===== src/hw/rtl/rsd_pkg.sv =====
// ----------------------------------------------------------------------------
// rsd_pkg
// Shared widths, constants and decode functions of the rtc sample
// stabilize and decode block.
// ----------------------------------------------------------------------------
package rsd_pkg;

    localparam int unsigned BYTE_W   = 8;
    localparam int unsigned S_DATA_W = 64;
    localparam int unsigned S_USER_W = 2;
    localparam int unsigned M_DATA_W = 64;
    localparam int unsigned SAMPLE_W = 56;
    localparam int unsigned YEAR_W   = 14;

    // tuser bit positions on the input side
    localparam int unsigned USER_BINARY = 0;
    localparam int unsigned USER_H24    = 1;

    // full_year position in the output tdata
    localparam int unsigned YEAR_LSB = 48;

    localparam logic [7:0] HOUR_NOON   = 8'd12;
    localparam logic [7:0] HOURS_DAY   = 8'd24;
    localparam logic [7:0] CENTURY_MIN = 8'd19;
    localparam logic [7:0] CENTURY_MAX = 8'd99;

    localparam logic [YEAR_W-1:0] YEAR_BASE   = 14'd2000;
    localparam logic [YEAR_W-1:0] YEAR_PIVOT  = 14'd2020;
    localparam logic [YEAR_W-1:0] YEAR_WRAP   = 14'd100;
    localparam logic [YEAR_W-1:0] CENTURY_MUL = 14'd100;
    localparam logic [YEAR_W-1:0] YEAR_LOWEST = 14'd1900;
    localparam logic [YEAR_W-1:0] YEAR_TOP    = 14'd10155;

    // nibbles above nine are not checked, 0xff gives 165
    function automatic logic [7:0] bcd_to_bin(input logic [7:0] v);
        logic [7:0] hi;
        hi = {4'd0, v[7:4]};
        return {4'd0, v[3:0]} + 8'(hi * 8'd10);
    endfunction

    // value is at most 139 here, so five subtractions cover it
    function automatic logic [7:0] mod_day(input logic [7:0] v);
        logic [7:0] r;
        r = v;
        for (int i = 0; i < 5; i++) begin
            if (r >= HOURS_DAY) begin
                r = r - HOURS_DAY;
            end
        end
        return r;
    endfunction

    // fold the pm flag in bit 7 into a 24-hour value
    function automatic logic [7:0] hour_to_24(input logic [7:0] hr);
        logic [7:0] h;
        logic [7:0] res;
        h = {1'b0, hr[6:0]};
        if (hr[7]) begin
            res = (h == HOUR_NOON) ? HOUR_NOON : mod_day(h + HOUR_NOON);
        end else begin
            res = (h == HOUR_NOON) ? 8'd0 : h;
        end
        return res;
    endfunction

endpackage


===== src/hw/rtl/rtc_sample_stabilize_decode_top.sv =====
// ----------------------------------------------------------------------------
// rtc_sample_stabilize_decode_top
// Pairs raw rtc samples and emits one decoded 24-hour, four-digit-year time
// for every pair whose seven time bytes agree.
// ----------------------------------------------------------------------------
// Samples are taken one per cycle while results are taken. Every two
// accepted samples form a pair: the first is held, the second is compared
// with it on the seven time bytes (century and format flags excluded). A
// match enters a one-entry input register and is decoded from there into
// the output register, which drives the master side, and the block keeps
// accepting one sample every cycle as long as results are taken. A
// mismatch gives no result and the next sample starts a new pair.
// Decoding applies bcd conversion unless binary mode is set, folds the
// 12-hour pm flag into 24-hour form unless 24-hour mode is set (12 pm is
// 12, 12 am is 0) and windows the century: 19..99 is used as is,
// otherwise 2000 + year, moved up a century when below 2020.
module rtc_sample_stabilize_decode_top (
    input  logic                          i_clk,
    input  logic                          i_rst_n,
    input  logic                          i_s_tvalid,
    output logic                          o_s_tready,
    // raw_second, raw_minute, raw_hour, raw_weekday, raw_day, raw_month,
    // raw_year, raw_century
    input  logic [rsd_pkg::S_DATA_W-1:0]  i_s_tdata,
    // binary_mode, hour_24_mode
    input  logic [rsd_pkg::S_USER_W-1:0]  i_s_tuser,
    output logic                          o_m_tvalid,
    input  logic                          i_m_tready,
    // seconds, minutes, hours, day_of_week, day_of_month, month_number,
    // full_year[13:0], 2 zero bits
    output logic [rsd_pkg::M_DATA_W-1:0]  o_m_tdata
);

    logic                          r_holding;
    logic [rsd_pkg::SAMPLE_W-1:0]  r_held;
    logic                          r_s1_vld;
    logic [rsd_pkg::S_DATA_W-1:0]  r_s1_data;
    logic [rsd_pkg::S_USER_W-1:0]  r_s1_user;
    logic                          r_m_vld;
    logic [rsd_pkg::M_DATA_W-1:0]  r_m_data;
    logic [rsd_pkg::M_DATA_W-1:0]  n_m_data;

    logic s_acc;
    logic m_free;
    logic s1_adv;
    logic pair_match;

    assign m_free     = !r_m_vld || i_m_tready;
    assign s1_adv     = r_s1_vld && m_free;
    assign o_s_tready = !r_s1_vld || m_free;
    assign s_acc      = i_s_tvalid && o_s_tready;
    assign pair_match = r_holding && (i_s_tdata[rsd_pkg::SAMPLE_W-1:0] == r_held);

    assign o_m_tvalid = r_m_vld;
    assign o_m_tdata  = r_m_data;

    // decode of the registered matching sample
    always_comb begin
        logic [7:0]                  sec, mnt, hr, wd, dy, mo, yr, cen;
        logic [7:0]                  hr_lo;
        logic [rsd_pkg::YEAR_W-1:0]  year;
        sec = r_s1_data[0*rsd_pkg::BYTE_W +: rsd_pkg::BYTE_W];
        mnt = r_s1_data[1*rsd_pkg::BYTE_W +: rsd_pkg::BYTE_W];
        hr  = r_s1_data[2*rsd_pkg::BYTE_W +: rsd_pkg::BYTE_W];
        wd  = r_s1_data[3*rsd_pkg::BYTE_W +: rsd_pkg::BYTE_W];
        dy  = r_s1_data[4*rsd_pkg::BYTE_W +: rsd_pkg::BYTE_W];
        mo  = r_s1_data[5*rsd_pkg::BYTE_W +: rsd_pkg::BYTE_W];
        yr  = r_s1_data[6*rsd_pkg::BYTE_W +: rsd_pkg::BYTE_W];
        cen = r_s1_data[7*rsd_pkg::BYTE_W +: rsd_pkg::BYTE_W];
        hr_lo = rsd_pkg::bcd_to_bin({1'b0, hr[6:0]});
        if (!r_s1_user[rsd_pkg::USER_BINARY]) begin
            sec = rsd_pkg::bcd_to_bin(sec);
            mnt = rsd_pkg::bcd_to_bin(mnt);
            // hour keeps its pm bit, low seven bits decode to at most 85
            hr  = {hr[7], hr_lo[6:0]};
            wd  = rsd_pkg::bcd_to_bin(wd);
            dy  = rsd_pkg::bcd_to_bin(dy);
            mo  = rsd_pkg::bcd_to_bin(mo);
            yr  = rsd_pkg::bcd_to_bin(yr);
            cen = rsd_pkg::bcd_to_bin(cen);
        end
        if (!r_s1_user[rsd_pkg::USER_H24]) begin
            hr = rsd_pkg::hour_to_24(hr);
        end
        if (cen >= rsd_pkg::CENTURY_MIN && cen <= rsd_pkg::CENTURY_MAX) begin
            year = 14'(14'(cen) * rsd_pkg::CENTURY_MUL) + 14'(yr);
        end else begin
            year = rsd_pkg::YEAR_BASE + 14'(yr);
            if (year < rsd_pkg::YEAR_PIVOT) begin
                year = year + rsd_pkg::YEAR_WRAP;
            end
        end
        n_m_data = {2'b00, year, mo, dy, wd, hr, mnt, sec};
    end

    always_ff @(posedge i_clk) begin
        if (!i_rst_n) begin
            r_holding <= 1'b0;
            r_s1_vld  <= 1'b0;
            r_m_vld   <= 1'b0;
        end else begin
            if (s_acc) begin
                r_holding <= !r_holding;
            end
            if (s_acc && pair_match) begin
                r_s1_vld <= 1'b1;
            end else if (s1_adv) begin
                r_s1_vld <= 1'b0;
            end
            if (s1_adv) begin
                r_m_vld <= 1'b1;
            end else if (i_m_tready) begin
                r_m_vld <= 1'b0;
            end
        end
    end

    always_ff @(posedge i_clk) begin
        if (s_acc && !r_holding) begin
            r_held <= i_s_tdata[rsd_pkg::SAMPLE_W-1:0];
        end
        if (s_acc && pair_match) begin
            r_s1_data <= i_s_tdata;
            r_s1_user <= i_s_tuser;
        end
        if (s1_adv) begin
            r_m_data <= n_m_data;
        end
    end

endmodule


===== config.mk =====
export PLATFORM = sky130hd
export DESIGN_NAME = rtc_sample_stabilize_decode_top
export DESIGN_NICKNAME = d
export VERILOG_FILES = /design/src/hw/rtl/rsd_pkg.sv /design/src/hw/rtl/rtc_sample_stabilize_decode_top.sv
export SDC_FILE = /design/constraint.sdc
export NUM_CORES = 1
export LEC_CHECK = 0
export CAP_MARGIN = 15
export CORE_ASPECT_RATIO = 0.9
export CORE_MARGIN = 3
export CORE_UTILIZATION = 60
export DETAILED_ROUTE_END_ITERATION = 10
export DONT_BUFFER_PORTS = 1
export GPL_TIMING_DRIVEN = 0
export PLACE_DENSITY_LB_ADDON = 0.05
export SLEW_MARGIN = 30
export SYNTH_ARGS = -nofsm -noshare
export SYNTH_HDL_FRONTEND = slang
export SYNTH_SLANG_ARGS = --single-unit

===== constraint.sdc =====
create_clock -name i_clk -period 9.3 [get_ports i_clk]
set_input_delay 0.465 -clock i_clk [delete_from_list [all_inputs] [get_ports i_clk]]
set_output_delay 0.465 -clock i_clk [all_outputs]
set_load 0.02 [all_outputs]

# == After elaboration in Yosys (flattened, before gate mapping) ==
# Cells that the tools add are included.
# totals
inputBits,70
ff_bits,187
output_inout_bits,66
word_cells,87
# op_classes
mux,31
n_mul,9
n_eq_ne,2
n_addsub,17
n_lt_le_gt_ge,8
reduce_logical,13
# ops
operator,n
two-way mux 8 bit,23
adder 4 x 8 -> 8 bit,7
equality test 56 bit,1
multiplier 4 x 3 -> 7 bit (second input constant),7
greater-or-equal comparator 8 x 5 -> 1 bit (second input constant),6
subtractor 8 x 5 -> 8 bit (second input constant),5
adder 14 x 8 -> 14 bit,1
two-way mux 14 bit,1
two-way mux 7 bit,2
adder 12 x 7 -> 13 bit (second input constant),1
two-way mux 13 bit,1
adder 11 x 8 -> 12 bit (first input constant),1
< comparator 12 x 11 -> 1 bit (second input constant),1
multiplier 8 x 5 -> 12 bit (second input constant),1
adder 7 x 4 -> 8 bit (second input constant),1
<= comparator 8 x 7 -> 1 bit (second input constant),1
adder 4 x 7 -> 7 bit,1
equality test 7 x 4 -> 1 bit (second input constant),1
logical AND 1 bit,6
multiplier 3 x 3 -> 6 bit (second input constant),1
two-way mux 1 bit,4
nonzero test 2 bit,2
logical NOT 1 bit,3
logical OR 1 bit,2

# == Logic depth before layout (Yosys ltp) ==
# depth
ltp_word,25
ltp_mapped,35
depth_no_buf,33

# == Worst setup path before layout ==
# No wires, ideal clock.
# synth_path
path_type,reg-to-reg
from,register r_m_vld (netlist: o_m_tvalid)
to,register r_s1_data[0] (netlist bit) (enable)
n_path_buf,0
t_arrival_ns,7.585
period_less_slack_ns,8.241
setup_time_ns,0.656
stages_incl_launch_ff,7
path_slack_ns,1.059
t_required_ns,8.644
path_cell_list,dfxtp_1 -> nor2b_1 -> nand2_1 -> nand2_1 -> nor3_1 -> o2111ai_1 -> nor4_1
# synth_between
elab_chain_cells,5
# synth_rtl
item,line,rtl
"start, declared",rtc_sample_stabilize_decode_top.sv:39,logic r_m_vld;
"start signal, assigned",rtc_sample_stabilize_decode_top.sv:100,r_m_vld <= 1'b0;
"start signal, assigned",rtc_sample_stabilize_decode_top.sv:111,r_m_vld <= 1'b1;
"start signal, assigned",rtc_sample_stabilize_decode_top.sv:113,r_m_vld <= 1'b0;
logical NOT 1 bit,rtc_sample_stabilize_decode_top.sv:48,assign m_free = !r_m_vld || i_m_tready;
logical OR 1 bit,rtc_sample_stabilize_decode_top.sv:48,
logical OR 1 bit,rtc_sample_stabilize_decode_top.sv:50,assign o_s_tready = !r_s1_vld || m_free;
named net o_s_tready,rtc_sample_stabilize_decode_top.sv:21,"output logic o_s_tready,"
logical AND 1 bit,rtc_sample_stabilize_decode_top.sv:51,assign s_acc = i_s_tvalid && o_s_tready;
logical AND 1 bit,rtc_sample_stabilize_decode_top.sv:122,if (s_acc && pair_match) begin
"end signal, assigned",rtc_sample_stabilize_decode_top.sv:123,r_s1_data <= i_s_tdata;
"end, declared",rtc_sample_stabilize_decode_top.sv:37,logic [rsd_pkg::S_DATA_W-1:0] r_s1_data;
# The timed path passes the listed nets, and every way through them passes these cells.
# A chain may end at the register's enable or synchronous reset.

# == Worst setup path after layout ==
# layout_path
from,register r_s1_user[0] (netlist bit)
to,"register r_m_data (netlist bit o_m_tdata[23]), data pin"
# layout_between
elab_chain_cells,23
word_cells_on_any_way,29
cone_classes,6 x add/sub; 5 x order compare; 1 x eq/ne; 17 x mux
# layout_rtl
item,line,rtl
"start, declared",rtc_sample_stabilize_decode_top.sv:38,logic [rsd_pkg::S_USER_W-1:0] r_s1_user;
"start signal, assigned",rtc_sample_stabilize_decode_top.sv:124,r_s1_user <= i_s_tuser;
two-way mux 7 bit (*),rtc_sample_stabilize_decode_top.sv:71,if (!r_s1_user[rsd_pkg::USER_BINARY]) begin
adder 7 x 4 -> 8 bit,rsd_pkg.sv:59,res = (h == HOUR_NOON) ? HOUR_NOON : mod_day(h + HOUR_NOON);
subtractor 8 x 5 -> 8 bit or greater-or-equal comparator 8 x 5 -> 1 bit (tied branches),"rsd_pkg.sv:47, rsd_pkg.sv:46",
two-way mux 8 bit,rsd_pkg.sv:46,if (r >= HOURS_DAY) begin
two-way mux 8 bit,rsd_pkg.sv:58,if (hr[7]) begin
two-way mux 8 bit,rtc_sample_stabilize_decode_top.sv:82,if (!r_s1_user[rsd_pkg::USER_H24]) begin
subtractor 8 x 5 -> 8 bit or greater-or-equal comparator 8 x 5 -> 1 bit (tied branches),"rsd_pkg.sv:47, rsd_pkg.sv:46",
two-way mux 8 bit,rsd_pkg.sv:46,
[8 not listed],n/a,
two-way mux 8 bit,rsd_pkg.sv:58,
two-way mux 8 bit,rtc_sample_stabilize_decode_top.sv:82,
subtractor 8 x 5 -> 8 bit or greater-or-equal comparator 8 x 5 -> 1 bit (tied branches),"rsd_pkg.sv:47, rsd_pkg.sv:46",
two-way mux 8 bit,rsd_pkg.sv:46,
two-way mux 8 bit (*),rsd_pkg.sv:59,
two-way mux 8 bit (*),rsd_pkg.sv:58,
two-way mux 8 bit (*),rtc_sample_stabilize_decode_top.sv:82,
named net n_m_data (one bit),rtc_sample_stabilize_decode_top.sv:41,logic [rsd_pkg::M_DATA_W-1:0] n_m_data;
"end signal, assigned",rtc_sample_stabilize_decode_top.sv:127,r_m_data <= n_m_data;
"end, declared",rtc_sample_stabilize_decode_top.sv:40,logic [rsd_pkg::M_DATA_W-1:0] r_m_data;
# The timed path passes the listed nets; every way through them passes the cells marked *. The select of a mux whose other input is x is not followed.

==> flow_summary.json <==
{
  "grt_max_degree": 23,
  "setup_viol": 0,
  "core_mm2": 0.0187,
  "ir_worst_vdd_uv": 141,
  "place.gp.congestion": 0.879,
  "io_pins": 136,
  "start_util_pct": 62.2,
  "period_share_pct": 92.8,
  "worst_pin_slew_ns": 0.942,
  "mostFrequentLayoutCells": "edfxtp_1 (184), ha_1 (109), nand2_1 (66)",
  "synth_ff_type": "edfxtp_1",
  "grt_pass1_wl_um": 40100,
  "grt_pass1_vias": 7542,
  "syn_avg_cell_area_um2": 11.9,
  "drc": 0,
  "clock_sinks": 187,
  "use_met2_pct": 41.0,
  "syn-cell-area_mm2": 0.0116,
  "rr_worst_depth": 34,
  "cp_common_cell": "ha_1",
  "use_met3_pct": 6.72,
  "worstHoldEndpoint": "r_s1_data[7]",
  "arrival_ns": 8.82,
  "synthCells": 979,
  "r2r-start": "r_s1_user[0]",
  "relSlewSlack_pct": 36.3,
  "viasPerCell": 5.91,
  "leakage_nw": 5.02,
  "hp-class": "input port to flip-flop",
  "dieArea_mm2": 0.0211,
  "reg2reg_to": "o_m_tdata[23]",
  "numCtsBuffers": 17,
  "grt_util_all_layers_pct": 23.9,
  "crit_fanout": 10,
  "start_kind": "flip-flop",
  "use_met1_pct": 30.3,
  "vias": 7553,
  "cts_tree": "done",
  "rows": 47,
  "end_kind": "flip-flop",
  "finalNonFillerCells": 1277,
  "rsz0062_at_grt": "no",
  "antenna_found_initial": 0,
  "hold_viol_final": 0,
  "cp.depth": 34,
  "layout_commonest_cell": "edfxtp_1",
  "top_usage_layer": "met2",
  "max_stage_delay_ns": 0.44,
  "clkSlewWorstSetupHoldPaths_ns": 0.08,
  "cts_root_buf": "clkbuf_16",
  "clockBufferDepth": 2,
  "reg2reg_slack_ns": 0.67,
  "fin_crit_ns": 8.63,
  "crit_type": "flip-flop to flip-flop",
  "min_delay_path_depth": 0,
  "ys_types": 83,
  "routed_wl_um": 25000,
  "ys_ff_latch": 187,
  "post-place-cells": 1244,
  "critPathTopFamily": "compound AO/OA/AOI/OAI gates",
  "status": "finished, final reports clean",
  "synth.yosys.seq_area_share_pct": 48.0,
  "drt_iter0_markers": 411,
  "async_flop_share_pct": 0,
  "cpMaxStageDelayCell": "edfxtp_1",
  "min_from": "i_s_tdata[7]",
  "ant_nets": 0,
  "required_ns": 9.49,
  "wire_per_inst_um": 19.5,
  "max_freq_ghz": 0.116,
  "cap_violations": 0,
  "pwr_density_cell_mw_per_mm2": 136,
  "diodes": 0,
  "yosysWarnings": 0,
  "syn2layout_area_growth_pct": 10.6,
  "clock_skew_ns": 0.0131,
  "insertion_delay_ns": 0.44,
  "grt-ovfl-total": 0,
  "synth_edf_count": 184,
  "die_h_um": 138,
  "slew_viol_final": 0,
  "dp_slack_ns": -0.0970,
  "timing.critical_path.buf_inv": 9,
  "drtPass1Iterations": 5,
  "drive_gt1_share_pct": 10.2,
  "htreeDepth": 4,
  "place_hpwl_um": 19100,
  "die_w_um": 153,
  "fin_ws_ns": 0.668,
  "io_buffers": 0,
  "final_nets": 1217
}
cell type report:
type | instances | area (um2)
buffer | 22 | 115
clock buffer | 17 | 425
clock inverter | 15 | 208
fill | 1404 | 5840
inverter | 64 | 240
multi-input combinational | 707 | 5740
sequential | 187 | 5590
tap | 245 | 307
timing repair buffer | 20 | 243
metrics by stage:
step	power (W)	hold slack [ns]	setup TNS (ns)	instance area, um2	util (%)
final	0.00175	0.115	0	12900	68.8
after global routing	0.00181	0.0846	0	12900	68.8
after CTS	0.00176	0.0998	0	12800	68.6
after detailed placement	0.00101	0.411	-0.0970	12200	65.2
after global placement	0.00100	0.403	-177.45	11900	63.9
after floorplan	0.000991	0.400	0	11600	-
timing repair:
item,4_1_cts,5_1_grt
buffers inserted,0,1
endpoints found under the setup margin,2,4
gates resized for setup,2,8
hold buffers,0,0
worst max-delay path by stage:
| stage | endpoint | startpoint | slack [ns] |
|---|---|---|---|
| 5_1_grt | o_m_tdata[23] | r_s1_user[0] | 0.06 |
| 2_1_floorplan | r_s1_data[0] | o_m_tvalid | 1.06 |
| 3_3_place_gp | r_s1_data[47] | i_s_tdata[46] | -2.66 |
| 4_1_cts | o_m_tdata[23] | r_s1_user[0] | 0.01 |
| 3_5_place_dp | o_m_tdata[23] | r_s1_user[0] | -0.1 |
| 6_report | o_m_tdata[23] | r_s1_user[0] | 0.67 |
sequential cells by signal, indices dropped and copies added (netlist names):
| signal | cells |
|---|---|
| r_s1_vld | 1 |
| o_m_tdata | 62 |
| r_held | 56 |
| r_holding | 1 |
| r_s1_user | 2 |
| r_s1_data | 64 |
| o_m_tvalid | 1 |
report_power, final:
group	internal [W]	total, W	switching, W
registers	0.000938	0.000945	0.00000658
logic	0.0000206	0.0000421	0.0000215
clock network	0.000375	0.000765	0.000391
total	0.00133	0.00175	0.000419
routing by layer:
metal / up-vias / part of all wire (%) / wire length, um
met5: - / 0 / 0
met2: 186 / 50 / 12400
li1: 3684 / - / -
met3: 32 / 5.7 / 1430
met1: 3651 / 43 / 10700
met4: 0 / 1.7 / 434
cells in the mapped netlist (all sizes together), types with 3 or more instances:
| cell type | instances | area (um2) |
|---|---|---|
| o31a | 4 | 35.0 |
| mux2i | 11 | 110 |
| a211oi | 7 | 52.6 |
| inv | 64 | 240 |
| a311oi | 3 | 43.8 |
| xor2 | 63 | 552 |
| and3 | 7 | 43.8 |
| nor4 | 14 | 93.8 |
| a21o | 17 | 128 |
| a211o | 4 | 35.0 |
| o32ai | 3 | 33.8 |
| nand4 | 9 | 62.6 |
| o21ai | 64 | 320 |
| o211ai | 6 | 45.0 |
| a21oi | 37 | 189 |
| edfxtp | 184 | 5530 |
| nand3 | 15 | 75.1 |
| nor2b | 21 | 131 |
| nand2 | 66 | 248 |
| fa | 19 | 380 |
| dfxtp | 3 | 60.1 |
| a31oi | 10 | 62.6 |
| or2 | 3 | 18.8 |
| clkbuf | 10 | 37.5 |
| ha | 109 | 1360 |
| o31ai | 4 | 35.0 |
| nor3b | 3 | 22.5 |
| nor2 | 40 | 150 |
| buf | 12 | 72.6 |
| o21bai | 3 | 22.5 |
| or3 | 9 | 56.3 |
| nand2b | 11 | 68.8 |
| nor3 | 16 | 108 |
| a21boi | 4 | 33.8 |
| a221oi | 4 | 58.8 |
| o21a | 10 | 82.6 |
| mux2 | 14 | 158 |
| o22ai | 4 | 25.0 |
| xnor2 | 57 | 499 |
| a2111oi | 3 | 52.6 |
| and2 | 5 | 31.3 |
cell families (layout without fill, tap and decap cells):
family                     after synthesis  after routing  share of synthesized area (%)
muxes                                   25             25                           2.30
and+or+nand+nor                        228            228                           10.2
other                                    1              2                         0.0322
buffers and inverters                   86            138                           3.01
adders and majority gates              128            128                           15.0
AOI/OAI and AO/OA                      203            203                           12.2
xor gates and xnor gates               121            121                           9.23
DFF                                    187            187                           48.0
Power figures use the tool's default switching activity.
